$ cat config.mk
export PLATFORM = sky130hd
export DESIGN_NAME = nonpreemptive_priority_scheduler_core
export DESIGN_NICKNAME = d
export VERILOG_FILES = /design/src/nps_pkg.sv /design/src/nps_ram.sv /design/src/nps_datapath.sv /design/src/nps_ctrl.sv /design/src/nonpreemptive_priority_scheduler_core.sv
export SDC_FILE = /design/constraint.sdc
export NUM_CORES = 1
export LEC_CHECK = 0
export BUFFER_PORTS_ARGS = -buffer_cell sky130_fd_sc_hd__buf_4
export CAP_MARGIN = 5
export CORE_MARGIN = 5
export CORE_UTILIZATION = 55
export DETAILED_ROUTE_END_ITERATION = 7
export PLACE_DENSITY_LB_ADDON = 0.25
export SYNTH_ARGS = -nofsm -noshare
export SYNTH_HDL_FRONTEND = slang
export SYNTH_HIERARCHICAL = 1
export SYNTH_SLANG_ARGS = --single-unit
export TNS_END_PERCENT = 10
$ cat constraint.sdc
create_clock -name clk -period 16.4 [get_ports clk]
set_input_delay 1.64 -clock clk [delete_from_list [all_inputs] [get_ports clk]]
set_output_delay 1.64 -clock clk [all_outputs]
set_load 0.02 [all_outputs]
$ cat src/nps_pkg.sv
// Shared constants and command/status types for the priority scheduler.
// No dependencies; imported by nps_ctrl, nps_datapath and the top level.
`default_nettype none

package nps_pkg;

    localparam int ARR_W         = 16;
    localparam int BUR_W         = 16;
    localparam int PRI_W         = 8;
    localparam int NUM_W         = 5;
    localparam int TIME_W        = 21;
    localparam int ENTRY_W       = ARR_W + BUR_W + PRI_W;
    localparam int DEF_MAX_PROCS = 16;

    localparam logic [TIME_W-1:0] TIME_MAX = {TIME_W{1'b1}};

    // Commands from the controller to the datapath
    typedef struct packed {
        logic load_wr;      // write the request into the job table
        logic scan_start;   // clear the best and earliest trackers
        logic cmp_en;       // table read data is valid for comparison
        logic jump;         // advance the clock to the earliest pending arrival
        logic pick;         // latch the finish time of the chosen job
        logic emit;         // load the result register, retire the job
        logic emit_last;    // this result closes the schedule
        logic batch_clear;  // drop done flags and clock for the next batch
    } nps_cmd_t;

    // Status from the datapath to the controller
    typedef struct packed {
        logic found;        // a ready job was seen in the last scan
        logic out_free;     // result register can take a new result
    } nps_sts_t;

endpackage

`default_nettype wire

$ cat src/nps_ram.sv
// Generic single-write, single-read RAM with registered read data.
// No dependencies.
`default_nettype none

module nps_ram #(
    parameter int WIDTH = 8,
    parameter int DEPTH = 16
) (
    input  wire logic                     clk,
    input  wire logic                     wr_en,
    input  wire logic [$clog2(DEPTH)-1:0] wr_addr,
    input  wire logic [WIDTH-1:0]         wr_data,
    input  wire logic [$clog2(DEPTH)-1:0] rd_addr,
    output logic      [WIDTH-1:0]         rd_data
);

    logic [WIDTH-1:0] mem_reg [DEPTH];

    always_ff @(posedge clk)
    begin
        if (wr_en)
        begin
            mem_reg[wr_addr] <= wr_data;
        end
        rd_data <= mem_reg[rd_addr];
    end

endmodule

`default_nettype wire

$ cat src/nps_datapath.sv
// Datapath: job table, pick/earliest trackers, scheduler clock, done flags
// and result register. Depends on nps_pkg and nps_ram.
`default_nettype none

module nps_datapath #(
    parameter int MAX_PROCS = nps_pkg::DEF_MAX_PROCS
) (
    input  wire logic                          clk,
    input  wire logic                          rst_n,
    input  wire nps_pkg::nps_cmd_t             cmd,
    output nps_pkg::nps_sts_t                  sts,
    input  wire logic [$clog2(MAX_PROCS)-1:0]  wr_addr,
    input  wire logic [$clog2(MAX_PROCS)-1:0]  rd_addr,
    input  wire logic [$clog2(MAX_PROCS)-1:0]  cmp_idx,
    input  wire logic [nps_pkg::ARR_W-1:0]     arrival_time,
    input  wire logic [nps_pkg::BUR_W-1:0]     burst_length,
    input  wire logic [nps_pkg::PRI_W-1:0]     job_priority,
    output logic                               out_valid,
    input  wire logic                          out_ready,
    output logic      [nps_pkg::NUM_W-1:0]     job_number,
    output logic      [nps_pkg::TIME_W-1:0]    start_time,
    output logic      [nps_pkg::TIME_W-1:0]    finish_time,
    output logic      [nps_pkg::TIME_W-1:0]    waiting_time,
    output logic      [nps_pkg::TIME_W-1:0]    response_time,
    output logic                               last_in_order
);

    import nps_pkg::*;

    localparam int IDX_W = $clog2(MAX_PROCS);
    localparam int JN_W  = (IDX_W + 1 > NUM_W) ? IDX_W + 1 : NUM_W;

    logic [ENTRY_W-1:0] rd_data;
    logic [ARR_W-1:0]   rd_arr;
    logic [BUR_W-1:0]   rd_bur;
    logic [PRI_W-1:0]   rd_pri;

    logic [TIME_W-1:0]  clock_reg,       clock_next;
    logic [MAX_PROCS-1:0] done_reg,      done_next;
    logic               best_found_reg,  best_found_next;
    logic [IDX_W-1:0]   best_idx_reg,    best_idx_next;
    logic [PRI_W-1:0]   best_pri_reg,    best_pri_next;
    logic [ARR_W-1:0]   best_arr_reg,    best_arr_next;
    logic [BUR_W-1:0]   best_bur_reg,    best_bur_next;
    logic               early_found_reg, early_found_next;
    logic [ARR_W-1:0]   early_arr_reg,   early_arr_next;
    logic [TIME_W-1:0]  finish_reg;
    logic               out_valid_reg,   out_valid_next;

    logic [NUM_W-1:0]   num_reg;
    logic [TIME_W-1:0]  start_reg, fin_out_reg, wait_reg, resp_reg;
    logic               last_reg;

    logic               entry_pending;
    logic               entry_ready;
    logic [TIME_W:0]    finish_sum;
    logic [TIME_W-1:0]  finish_sat;
    logic [ARR_W:0]     arr_bur;
    logic [TIME_W-1:0]  arr_bur_ext;
    logic [TIME_W-1:0]  wait_val;
    logic [TIME_W-1:0]  resp_val;
    logic [JN_W-1:0]    num_sum;

    nps_ram #(
        .WIDTH (ENTRY_W),
        .DEPTH (MAX_PROCS)
    ) u_table (
        .clk     (clk),
        .wr_en   (cmd.load_wr),
        .wr_addr (wr_addr),
        .wr_data ({arrival_time, burst_length, job_priority}),
        .rd_addr (rd_addr),
        .rd_data (rd_data)
    );

    assign rd_arr = rd_data[ENTRY_W-1 -: ARR_W];
    assign rd_bur = rd_data[PRI_W +: BUR_W];
    assign rd_pri = rd_data[PRI_W-1:0];

    assign entry_pending = !done_reg[cmp_idx];
    assign entry_ready   = entry_pending && (TIME_W'(rd_arr) <= clock_reg);

    // Saturating finish time of the chosen job
    assign finish_sum = (TIME_W+1)'(clock_reg) + (TIME_W+1)'(best_bur_reg);
    assign finish_sat = (finish_sum > (TIME_W+1)'(TIME_MAX)) ? TIME_MAX
                                                              : finish_sum[TIME_W-1:0];

    // Waiting time floors at zero once the clock has saturated
    assign arr_bur     = (ARR_W+1)'(best_arr_reg) + (ARR_W+1)'(best_bur_reg);
    assign arr_bur_ext = TIME_W'(arr_bur);
    assign wait_val    = (finish_reg >= arr_bur_ext) ? finish_reg - arr_bur_ext
                                                     : '0;
    assign resp_val    = clock_reg - TIME_W'(best_arr_reg);
    assign num_sum     = JN_W'(best_idx_reg) + JN_W'(1);

    always_comb
    begin
        best_found_next  = best_found_reg;
        best_idx_next    = best_idx_reg;
        best_pri_next    = best_pri_reg;
        best_arr_next    = best_arr_reg;
        best_bur_next    = best_bur_reg;
        early_found_next = early_found_reg;
        early_arr_next   = early_arr_reg;
        clock_next       = clock_reg;
        done_next        = done_reg;
        out_valid_next   = out_valid_reg && !out_ready;

        if (cmd.scan_start)
        begin
            best_found_next  = 1'b0;
            early_found_next = 1'b0;
        end
        else if (cmd.cmp_en)
        begin
            // Strict compare keeps the earlier-loaded job on a tie
            if (entry_ready && (!best_found_reg || rd_pri > best_pri_reg))
            begin
                best_found_next = 1'b1;
                best_idx_next   = cmp_idx;
                best_pri_next   = rd_pri;
                best_arr_next   = rd_arr;
                best_bur_next   = rd_bur;
            end
            if (entry_pending && (!early_found_reg || rd_arr < early_arr_reg))
            begin
                early_found_next = 1'b1;
                early_arr_next   = rd_arr;
            end
        end

        if (cmd.jump)
        begin
            clock_next = TIME_W'(early_arr_reg);
        end

        if (cmd.emit)
        begin
            clock_next              = finish_reg;
            done_next[best_idx_reg] = 1'b1;
            out_valid_next          = 1'b1;
        end

        if (cmd.batch_clear)
        begin
            clock_next = '0;
            done_next  = '0;
        end
    end

    always_ff @(posedge clk or negedge rst_n)
    begin
        if (!rst_n)
        begin
            clock_reg       <= '0;
            done_reg        <= '0;
            best_found_reg  <= 1'b0;
            early_found_reg <= 1'b0;
            out_valid_reg   <= 1'b0;
        end
        else
        begin
            clock_reg       <= clock_next;
            done_reg        <= done_next;
            best_found_reg  <= best_found_next;
            early_found_reg <= early_found_next;
            out_valid_reg   <= out_valid_next;
        end
    end

    always_ff @(posedge clk)
    begin
        best_idx_reg  <= best_idx_next;
        best_pri_reg  <= best_pri_next;
        best_arr_reg  <= best_arr_next;
        best_bur_reg  <= best_bur_next;
        early_arr_reg <= early_arr_next;
        if (cmd.pick)
        begin
            finish_reg <= finish_sat;
        end
        if (cmd.emit)
        begin
            num_reg     <= num_sum[NUM_W-1:0];
            start_reg   <= clock_reg;
            fin_out_reg <= finish_reg;
            wait_reg    <= wait_val;
            resp_reg    <= resp_val;
            last_reg    <= cmd.emit_last;
        end
    end

    assign sts.found    = best_found_reg;
    assign sts.out_free = !out_valid_reg || out_ready;

    assign out_valid     = out_valid_reg;
    assign job_number    = num_reg;
    assign start_time    = start_reg;
    assign finish_time   = fin_out_reg;
    assign waiting_time  = wait_reg;
    assign response_time = resp_reg;
    assign last_in_order = last_reg;

endmodule

`default_nettype wire

$ cat src/nps_ctrl.sv
// Controller: batch loading, table scan sequencing, pick and emit steps.
// Depends on nps_pkg.
`default_nettype none

module nps_ctrl #(
    parameter int MAX_PROCS = nps_pkg::DEF_MAX_PROCS
) (
    input  wire logic                          clk,
    input  wire logic                          rst_n,
    input  wire logic                          in_valid,
    output logic                               in_ready,
    input  wire logic                          last_job,
    output nps_pkg::nps_cmd_t                  cmd,
    input  wire nps_pkg::nps_sts_t             sts,
    output logic      [$clog2(MAX_PROCS)-1:0]  wr_addr,
    output logic      [$clog2(MAX_PROCS)-1:0]  rd_addr,
    output logic      [$clog2(MAX_PROCS)-1:0]  cmp_idx
);

    import nps_pkg::*;

    localparam int IDX_W = $clog2(MAX_PROCS);
    localparam int CNT_W = $clog2(MAX_PROCS + 1);

    localparam logic [2:0] ST_IDLE   = 3'd0;
    localparam logic [2:0] ST_SCAN   = 3'd1;
    localparam logic [2:0] ST_DRAIN  = 3'd2;
    localparam logic [2:0] ST_DECIDE = 3'd3;
    localparam logic [2:0] ST_EMIT   = 3'd4;

    logic [2:0]       state_reg,     state_next;
    logic [CNT_W-1:0] count_reg,     count_next;
    logic [CNT_W-1:0] left_reg,      left_next;
    logic [IDX_W-1:0] scan_idx_reg,  scan_idx_next;
    logic             cmp_valid_reg;
    logic [IDX_W-1:0] cmp_idx_reg;

    logic             in_acc;
    logic             room;
    logic             scan_end;

    assign in_ready = (state_reg == ST_IDLE);
    assign in_acc   = in_valid && in_ready;
    assign room     = (count_reg < CNT_W'(MAX_PROCS));
    assign scan_end = (CNT_W'(scan_idx_reg) == count_reg - CNT_W'(1));

    assign wr_addr = count_reg[IDX_W-1:0];
    assign rd_addr = scan_idx_reg;
    assign cmp_idx = cmp_idx_reg;

    always_comb
    begin
        state_next    = state_reg;
        count_next    = count_reg;
        left_next     = left_reg;
        scan_idx_next = scan_idx_reg;
        cmd           = '0;
        cmd.cmp_en    = cmp_valid_reg;

        case (state_reg)
            ST_IDLE:
            begin
                if (in_acc)
                begin
                    // A full table drops the request but still honours last_job
                    if (room)
                    begin
                        cmd.load_wr = 1'b1;
                        count_next  = count_reg + CNT_W'(1);
                    end
                    if (last_job)
                    begin
                        left_next      = count_next;
                        scan_idx_next  = '0;
                        cmd.scan_start = 1'b1;
                        state_next     = ST_SCAN;
                    end
                end
            end
            ST_SCAN:
            begin
                if (scan_end)
                begin
                    state_next = ST_DRAIN;
                end
                else
                begin
                    scan_idx_next = scan_idx_reg + IDX_W'(1);
                end
            end
            ST_DRAIN:
            begin
                state_next = ST_DECIDE;
            end
            ST_DECIDE:
            begin
                if (sts.found)
                begin
                    cmd.pick   = 1'b1;
                    state_next = ST_EMIT;
                end
                else
                begin
                    // Nothing ready: jump to the earliest arrival and rescan
                    cmd.jump       = 1'b1;
                    cmd.scan_start = 1'b1;
                    scan_idx_next  = '0;
                    state_next     = ST_SCAN;
                end
            end
            ST_EMIT:
            begin
                if (sts.out_free)
                begin
                    cmd.emit      = 1'b1;
                    cmd.emit_last = (left_reg == CNT_W'(1));
                    left_next     = left_reg - CNT_W'(1);
                    if (cmd.emit_last)
                    begin
                        cmd.batch_clear = 1'b1;
                        count_next      = '0;
                        state_next      = ST_IDLE;
                    end
                    else
                    begin
                        cmd.scan_start = 1'b1;
                        scan_idx_next  = '0;
                        state_next     = ST_SCAN;
                    end
                end
            end
            default:
            begin
                state_next = ST_IDLE;
            end
        endcase
    end

    always_ff @(posedge clk or negedge rst_n)
    begin
        if (!rst_n)
        begin
            state_reg     <= ST_IDLE;
            count_reg     <= '0;
            left_reg      <= '0;
            scan_idx_reg  <= '0;
            cmp_valid_reg <= 1'b0;
            cmp_idx_reg   <= '0;
        end
        else
        begin
            state_reg     <= state_next;
            count_reg     <= count_next;
            left_reg      <= left_next;
            scan_idx_reg  <= scan_idx_next;
            // Table read data comes from a registered read, so the compare controls are delayed to match
            cmp_valid_reg <= (state_reg == ST_SCAN);
            cmp_idx_reg   <= scan_idx_reg;
        end
    end

endmodule

`default_nettype wire

$ cat src/nonpreemptive_priority_scheduler_core.sv
// Top level of the non-preemptive priority scheduler.
// Depends on nps_pkg, nps_ctrl and nps_datapath.
//
//   Input channel (in_valid/in_ready) takes one job request per transfer:
//   arrival_time, burst_length, job_priority and last_job. Requests are
//   stored until one with last_job set closes the batch; at most MAX_PROCS
//   are held, later ones are dropped, and last_job still starts the run.
//   in_ready is high only while the block is collecting a batch.
//   Output channel (out_valid/out_ready) gives one result per job in run
//   order; last_in_order marks the final result of the schedule.
//   Timing: each decision scans the N loaded jobs through the job table's
//   single read port, one entry a cycle, then passes the drain and decide
//   states before a pick; a decision that finds no job ready jumps the
//   clock to the earliest pending arrival and rescans the table.
//   A stalled receiver holds the result register; the scan of the next
//   job continues and waits for the register to free before emitting.
//   Reset clears the batch count, done flags and scheduler clock; the job
//   table needs no clearing as only loaded entries are read.
`default_nettype none

module nonpreemptive_priority_scheduler_core #(
    parameter int MAX_PROCS = nps_pkg::DEF_MAX_PROCS
) (
    input  wire logic                        clk,
    input  wire logic                        rst_n,
    input  wire logic                        in_valid,
    output logic                             in_ready,
    input  wire logic [nps_pkg::ARR_W-1:0]   arrival_time,
    input  wire logic [nps_pkg::BUR_W-1:0]   burst_length,
    input  wire logic [nps_pkg::PRI_W-1:0]   job_priority,
    input  wire logic                        last_job,
    output logic                             out_valid,
    input  wire logic                        out_ready,
    output logic      [nps_pkg::NUM_W-1:0]   job_number,
    output logic      [nps_pkg::TIME_W-1:0]  start_time,
    output logic      [nps_pkg::TIME_W-1:0]  finish_time,
    output logic      [nps_pkg::TIME_W-1:0]  waiting_time,
    output logic      [nps_pkg::TIME_W-1:0]  response_time,
    output logic                             last_in_order
);

    import nps_pkg::*;

    localparam int IDX_W = $clog2(MAX_PROCS);

    nps_cmd_t         cmd;
    nps_sts_t         sts;
    logic [IDX_W-1:0] wr_addr;
    logic [IDX_W-1:0] rd_addr;
    logic [IDX_W-1:0] cmp_idx;

    nps_ctrl #(
        .MAX_PROCS (MAX_PROCS)
    ) u_ctrl (
        .clk      (clk),
        .rst_n    (rst_n),
        .in_valid (in_valid),
        .in_ready (in_ready),
        .last_job (last_job),
        .cmd      (cmd),
        .sts      (sts),
        .wr_addr  (wr_addr),
        .rd_addr  (rd_addr),
        .cmp_idx  (cmp_idx)
    );

    nps_datapath #(
        .MAX_PROCS (MAX_PROCS)
    ) u_datapath (
        .clk           (clk),
        .rst_n         (rst_n),
        .cmd           (cmd),
        .sts           (sts),
        .wr_addr       (wr_addr),
        .rd_addr       (rd_addr),
        .cmp_idx       (cmp_idx),
        .arrival_time  (arrival_time),
        .burst_length  (burst_length),
        .job_priority  (job_priority),
        .out_valid     (out_valid),
        .out_ready     (out_ready),
        .job_number    (job_number),
        .start_time    (start_time),
        .finish_time   (finish_time),
        .waiting_time  (waiting_time),
        .response_time (response_time),
        .last_in_order (last_in_order)
    );

    // Only a job found ready may be emitted
    assert property (@(posedge clk) disable iff (!rst_n)
        cmd.emit |-> sts.found)
        else $error("emit without a ready job");

    // Saturation never lets a job finish before it starts
    assert property (@(posedge clk) disable iff (!rst_n)
        out_valid |-> (finish_time >= start_time))
        else $error("finish earlier than start");

    // A job never starts before its arrival
    assert property (@(posedge clk) disable iff (!rst_n)
        out_valid |-> (response_time <= start_time))
        else $error("response exceeds start time");

    // Loading and emitting never overlap
    assert property (@(posedge clk) disable iff (!rst_n)
        cmd.emit |-> !in_ready)
        else $error("emit while collecting a batch");

endmodule

`default_nettype wire
==> results.json <==
{
  "async_flop_share_pct": 6.79,
  "setup_viol": 0,
  "crit_type": "flop to flop",
  "routed_wirelength_mm": 84.4,
  "placed_cells": 3222,
  "first_pass_iters": 7,
  "post_synth_num_cell_types": 84,
  "synth_top_area_share_pct": 63.7,
  "drt_iter0_markers": 1916,
  "wl_per_cell_um": 24.9,
  "ys_seq_area_share_pct": 69.8,
  "crit_fanout": 20,
  "fmax_mhz": 194,
  "relSlewSlack_pct": 32.1,
  "fin_setup_tns_ns": 0,
  "powerDensity_nw_per_um2": 204,
  "final_antenna_net_count": 0,
  "core-area_um2": 68800,
  "path_clk_slew_ns": 0.06,
  "initial_core_util_pct": 55.6,
  "drcViolationCount": 0,
  "end_kind": "flop",
  "ios": 137,
  "postCtsHoldBufs": 0,
  "clockBufferDepth": 3,
  "post-route-period-util_pct": 31.4,
  "finClkSkew_ns": 0.0265,
  "via_per_inst": 6.07,
  "yosys_most_used_dff": "edfxtp_1",
  "avgSynthCellArea_um2": 17.3,
  "start_kind": "flop",
  "synth_area_um2": 38200,
  "track_usage_pct": 22.3,
  "p_switching_uw": 3100,
  "cp_data_required_time_ns": 16.79,
  "place_congestion": 0.886,
  "mostFrequentLayoutCell": "edfxtp_1",
  "clk_latency_ns": 0.66,
  "min_path_type": "flop to flop",
  "swShare_pct": 35.3,
  "p_comb_share_pct": 38.7,
  "area_delta_synth_final_pct": 13.1,
  "std_cell_rows": 96,
  "hold_viol": 0,
  "max-vdd-ir-drop_mv": 0.158,
  "yosys.area.top_type": "edfxtp_1",
  "cp_cell_sequence": "ha_1 > a211oi_1 > nor2_1 > o41a_1 > o221a_2 > a41o_1 > o41ai_2 > xor2_1 > ha_1 > and3_1 > nand2_1 > nor4_1 > or3_1 > a2111oi_4 > and4bb_2",
  "post-route-min-period_ns": 5.15,
  "antenna_found_initial": 4,
  "fillCellCount": 4811,
  "final_cells": 3395,
  "num_vias": 20600,
  "yosysWarnings": 6,
  "dieArea_um2": 74900,
  "power.internal_uw": 5700,
  "synth_cells": 2216,
  "power_uw": 8800,
  "slowest_delay_ns": 0.93,
  "tightestPinTransition_ns": 1.01,
  "cts_resized": 0,
  "cts_root_buffer": "clkbuf_16",
  "grt_pass1_wl_mm": 126,
  "critPathSlowestCell": "a2111oi_4",
  "synth_edf_count": 811,
  "overflow": 0,
  "port_buffers": 136,
  "cp_num_buf_inv": 0,
  "numCtsBuffers": 91,
  "path_delay_family": "compound AO/OA/AOI/OAI gates",
  "drv_slew": 0,
  "htreeDepth": 3,
  "drive_gt1_share_pct": 18.2,
  "cpMostUsedCell": "ha_1",
  "p_seq_share_pct": 37.8,
  "rsz0062_at_grt": "false",
  "syn_nets": 2378,
  "arrival_ns": 5.53,
  "cts_tree": "built",
  "die_y_um": 274,
  "cts_sinks": 913,
  "postLayoutCoreUtil_pct": 62.8,
  "synth_area_leaders": "edfxtp_1, mux4_2, mux4_1",
  "largest_register_ffs": 640,
  "nets": 2546,
  "dpl.hpwl_mm": 48.1,
  "leakagePower_uw": 0.0153,
  "grt_pass1_vias": 20600,
  "die_w_um": 274,
  "layout_common_cells": "edfxtp_1, buf_4, nor2_1",
  "drv_cap": 0,
  "clockPowerShare_pct": 23.5,
  "synth-seq-cells": 913,
  "post_cts_buffers": 0,
  "grt_max_degree": 82,
  "status": "complete, no violations"
}
[area by class of cell]
class	count	area, um2	share of cell area, %
flip-flops and latches	913	26700	61.8
multi-input cells	1124	10700	24.9
clock buffers	124	2470	5.72
repair buffers	169	1270	2.93
well taps	931	1160	2.69
clock inverters	46	541	1.25
inverters	85	319	0.738
diodes	3	7.51	0.0174
[cell usage after synthesis (17+ instances only)]
cell type	number
a21o_1	27
a21oi_1	74
a22oi_1	81
a31oi_1	23
clkbuf_1	51
dfrtp_1	62
dfxtp_1	40
edfxtp_1	811
ha_1	113
inv_1	85
mux2i_1	18
mux4_1	64
mux4_2	101
nand2_1	96
nand2b_1	30
nand3_1	22
nor2_1	133
nor2b_1	17
nor3_1	30
o21a_1	23
o21ai_0	47
xnor2_1	31
xor2_1	26
[metrics by stage]
step | instance area, um2 | hold slack [ns] | setup WS, ns
global route | 43200 | 0.435 | 11.01
global placement | 40200 | 0.394 | 11.36
floorplan | 38200 | 0.386 | 7.71
CTS | 43200 | 0.414 | 11.28
detailed placement | 40200 | 0.399 | 11.31
finish | 43200 | 0.418 | 11.25
[power groups by stage]
stage                     clock network, uW  logic, uW  registers (uW)
final                                  2070       3400            3320
after global routing                   2220       3720            3360
after CTS                              2110       3380            3320
after detailed placement                  0       3360            3370
after global placement                    0       3270            3360
after floorplan                           0       2640            3220
[per-layer routing]
metal / routed length, um / global-route usage (%) / vias up
met5: 0 / 0 / -
met4: 1920 / 6.64 / 0
met3: 5610 / 3.72 / 129
met2: 43000 / 38.4 / 744
met1: 33900 / 29.6 / 10600
li1: - / - / 9162
[cells by family after synthesis]
family          count (synthesis)  synth area share, %
xor+xnor                       58                 1.36
buf+inv                       179                 2.44
flops                         913                 69.8
fa+ha+maj                     117                 3.91
simple gates                  413                 5.30
compound gates                350                 6.23
mux                           186                 10.9
[worst paths after layout]
path / end / slack (ns) / cells past startpoint / from
min in group asynchronous: u_ctrl/left_reg[4] / 1.12 / 1 / rst_n
max in group asynchronous: u_ctrl/rd_addr[1] / 14.62 / 1 / rst_n
max: u_datapath/waiting_time[15] / 11.25 / 15 / u_datapath/best_arr_reg[1]
min: u_datapath/best_bur_reg[15] / 0.42 / 0 / u_datapath/u_table/rd_data[23]
min reg2reg: u_datapath/best_bur_reg[15] / 0.42 / 0 / u_datapath/u_table/rd_data[23]
max reg2reg: u_datapath/waiting_time[15] / 11.25 / 15 / u_datapath/best_arr_reg[1]
[worst register-to-register path, delay by kind of cell, from the launching register on]
kind,cells,cell delay [ns]
AOI/OAI and AO/OA,6,2.34
and+or+nand+nor,6,1.24
adders and majority gates,2,0.67
DFF,1,0.44
xor gates and xnor gates,1,0.19
No activity file was read; power rests on OpenSTA's default activity.
